`config.mk`:
```
export PLATFORM = sky130hd
export DESIGN_NAME = gffgc_ram
export DESIGN_NICKNAME = d
export VERILOG_FILES = /design/src/sv/gffgc_ram.sv
export SDC_FILE = /design/constraint.sdc
export NUM_CORES = 1
export LEC_CHECK = 0
export ABC_AREA = 1
export BUFFER_PORTS_ARGS = -buffer_cell sky130_fd_sc_hd__buf_2
export CORE_MARGIN = 2
export CORE_UTILIZATION = 60
export DETAILED_ROUTE_END_ITERATION = 16
export PLACE_DENSITY_LB_ADDON = 0.1
export SYNTH_ARGS = -nofsm -noshare
export SYNTH_HDL_FRONTEND = slang
export SYNTH_SLANG_ARGS = --single-unit
```
`constraint.sdc`:
```
create_clock -name clk -period 1.8 [get_ports clk]
set_clock_uncertainty 0.15 [all_clocks]
set_input_delay 0.09 -clock clk [delete_from_list [all_inputs] [get_ports clk]]
set_output_delay 0.09 -clock clk [all_outputs]
set_load 0.1 [all_outputs]
```
`src/sv/gffgc_ram.sv`:
```
// generic single-port-write, single-port-read ram with registered read data
`timescale 1ns / 1ps

module gffgc_ram
#(
    parameter int WIDTH = 8,
    parameter int DEPTH = 16,
    localparam int AW = (DEPTH > 1) ? $clog2(DEPTH) : 1
)
(
    input  logic             clk,
    input  logic             we,
    input  logic [AW-1:0]    waddr,
    input  logic [WIDTH-1:0] wdata,
    input  logic             re,
    input  logic [AW-1:0]    raddr,
    output logic [WIDTH-1:0] rdata
);

    logic [WIDTH-1:0] mem [DEPTH];

    // write port, read port returns the old value on a same-cycle collision
    always_ff @(posedge clk)
    begin
        if (we)
        begin
            mem[waddr] <= wdata;
        end
        if (re)
        begin
            rdata <= mem[raddr];
        end
    end

endmodule

```
==> flow_summary.toml <==
[global_route]
grt-ovfl-total = 0
antenna_found_initial = 0
grt_pass1_vias = 3656
grt_usage_pct = 26.25
grt_start_max_net_pins = 54
grt_pass1_wl_um = 19730

[run_status]
status = "completed"

[clocking]
cts_made_buffers = 17
root_buffer = "clkbuf_8"
cts_setup_buffers = 0
cts_resized = 0
cts_tree = "yes"
clock_latency_ps = 530
cts.clk_slew.worst_paths_ps = 60
cts_sinks = 136
h-tree-depth = 4
cts_max_path_buffers = 2

[sta]
max_clock_freq_ghz = 0.6129
fin_tns_setup_ps = 0
max_slew_margin_pct = 57.09
layout_min_cycle_time_ps = 1632
finalMaxSlewViolations = 0
tightest_slew_ps = 642.7
hold_viol = 0
holdWs_ps = 44.60
post-route-period-util_pct = 90.64
finalSetupViolCount = 0
grt_setup_unrepaired = "false"

[setup_path]
max_stage_delay_ps = 690
crit_path_start_kind = "input port"
crit_path_start = "waddr[1]"
path_cells = "dlygate4sd3_1 > buf_2 > nand2_1 > nor2_1 > dlygate4sd3_1"
r2r_slack_ps = 530
r2r-start = "mem[9][4]$_DFFE_PP_"
r2r-end = "rdata[4]$_DFFE_PP_"
r2r_cells = 6
crit_fanout = 4
crit_end = "mem[2][6]$_DFFE_PP_"
crit_arrival_ps = 1700
path_class = "input port to flop"
crit_top_cell = "dlygate4sd3_1"
end_kind = "flop"
slowest_stage = "dlygate4sd3_1"
required_ps = 1870

[synthesis]
synth_cell_types = 11
ys_top_cells_by_area = "edfxtp_1, nand2_1, nand3_1, inv_1, buf_6"
seq_area_frac_synth_pct = 69.85
ys_seq_elements = 136
syn_area_mm2 = 0.005847
avgSynthCellArea_um2 = 10.61
yosysTopAreaCell = "edfxtp_1"
yosys_warnings = 0
syn_inst = 551
synth_fp_nets = 570
synth_top_area_share_pct = 69.85

[final_layout]
final_cell_area_mm2 = 0.006814
area_growth_pct = 16.54
final_util_pct = 71.02
drive_above_1_share_pct = 11.49
final_cell_mix = "nand2_1, edfxtp_1, inv_1"
final_common_cell = "nand2_1"
diodes = 0
nets = 627

[floorplanning]
die-height_um = 102.7
fp.dieW_um = 102.7
ios = 27
initial_core_util_pct = 60.94
fp-row-count = 36
dieArea_mm2 = 0.01055
core_mm2 = 0.009594

[job]
drv_cap = 0

[placed_design]
dp.final_hpwl_um = 7728
place_area_mm2 = 0.006207
port_buffers = 26
place.gp.congestion = 0.8109

[power]
p_leak_uw = 0.002963
total_power_uw = 7072
vdd_drop_max_mv = 0.7165
pwr_density_cell_mw_per_mm2 = 1038

[detailed_routing]
drtIter0Drc = 270
viasPerCell = 5.196
vias = 3902
drtAntennaViolNets = 0
wirelength_um = 12570
drc = 0
wl_per_cell_um = 16.74
first_pass_iters = 5

[min_path]
hold_class = "input port to flop"
==> per-layer routing <==
metal	vias up	part of all wire [%]	GRT usage, %
li1	1896	-	-
met1	1841	43	37.03
met2	150	48	40.67
met3	15	7.1	5.220
met4	0	1.8	10.56
met5	-	0	0
==> cell usage after synthesis <==
cell type	instances
nand2_1	173
edfxtp_1	136
inv_1	100
nand3_1	97
nor2_1	17
buf_2	13
buf_6	6
buf_4	4
inv_2	2
nand3b_1	2
buf_1	1
==> worst max-delay path: cells and delay by family <==
kind / cells / cell delay, ps
buf+inv: 3 / 1330
simple gates: 2 / 290
==> kinds of logic (layout without fill, tap and decap cells) <==
| family | Yosys count | after routing | share of synthesized area (%) |
|---|---|---|---|
| buffers and inverters | 126 | 193 | 9.394 |
| DFF | 136 | 136 | 69.85 |
| and+or+nand+nor | 289 | 289 | 20.76 |
==> power breakdown <==
group	internal [µW]	total [µW]	leakage, µW	switching, µW
clock network	1770	2930	0.000237	1160
logic	152	553	0.00149	401
registers	3570	3590	0.00124	20.4
total	5490	7070	0.00296	1580
==> worst min-delay path by stage <==
stage | cells past startpoint | to | slack, ps | from
floorplan | 0 | mem[0][0]$_DFFE_PP_ | 40 | wdata[0]
global route | 4 | mem[1][4]$_DFFE_PP_ | 60 | we
CTS | 5 | rdata[2]$_DFFE_PP_ | 30 | raddr[2]
global placement | 1 | rdata[6]$_DFFE_PP_ | 340 | re
finish | 5 | rdata[2]$_DFFE_PP_ | 40 | raddr[2]
detailed placement | 1 | rdata[6]$_DFFE_PP_ | 330 | re
==> timing repair <==
action | 4_1_cts | 5_1_grt
hold endpoints to repair | 147 | 0
hold buffers | 12 | 0
endpoints found under the setup margin | 0 | 0
==> stage by stage <==
stage	std cells	worst slack, ps
6_report	751	168.4
5_1_grt	751	146.3
4_1_cts	751	168.8
3_5_place_dp	710	300.4
3_3_place_gp	710	326.9
2_1_floorplan	551	609.2
==> sequential cells by signal, summed over array words and instances, names as in the netlist <==
register / cells
rdata: 8
mem: 128
==> cell type report <==
class | count | area [µm²]
clock buffers | 20 | 425.4
flip-flops and latches | 136 | 4084
well taps | 133 | 166.4
inverters | 102 | 382.9
multi-input cells | 289 | 1214
clock inverters | 9 | 61.31
repair buffers | 62 | 480.5
fillers | 699 | 2780
(Power assumes the default switching activity.)
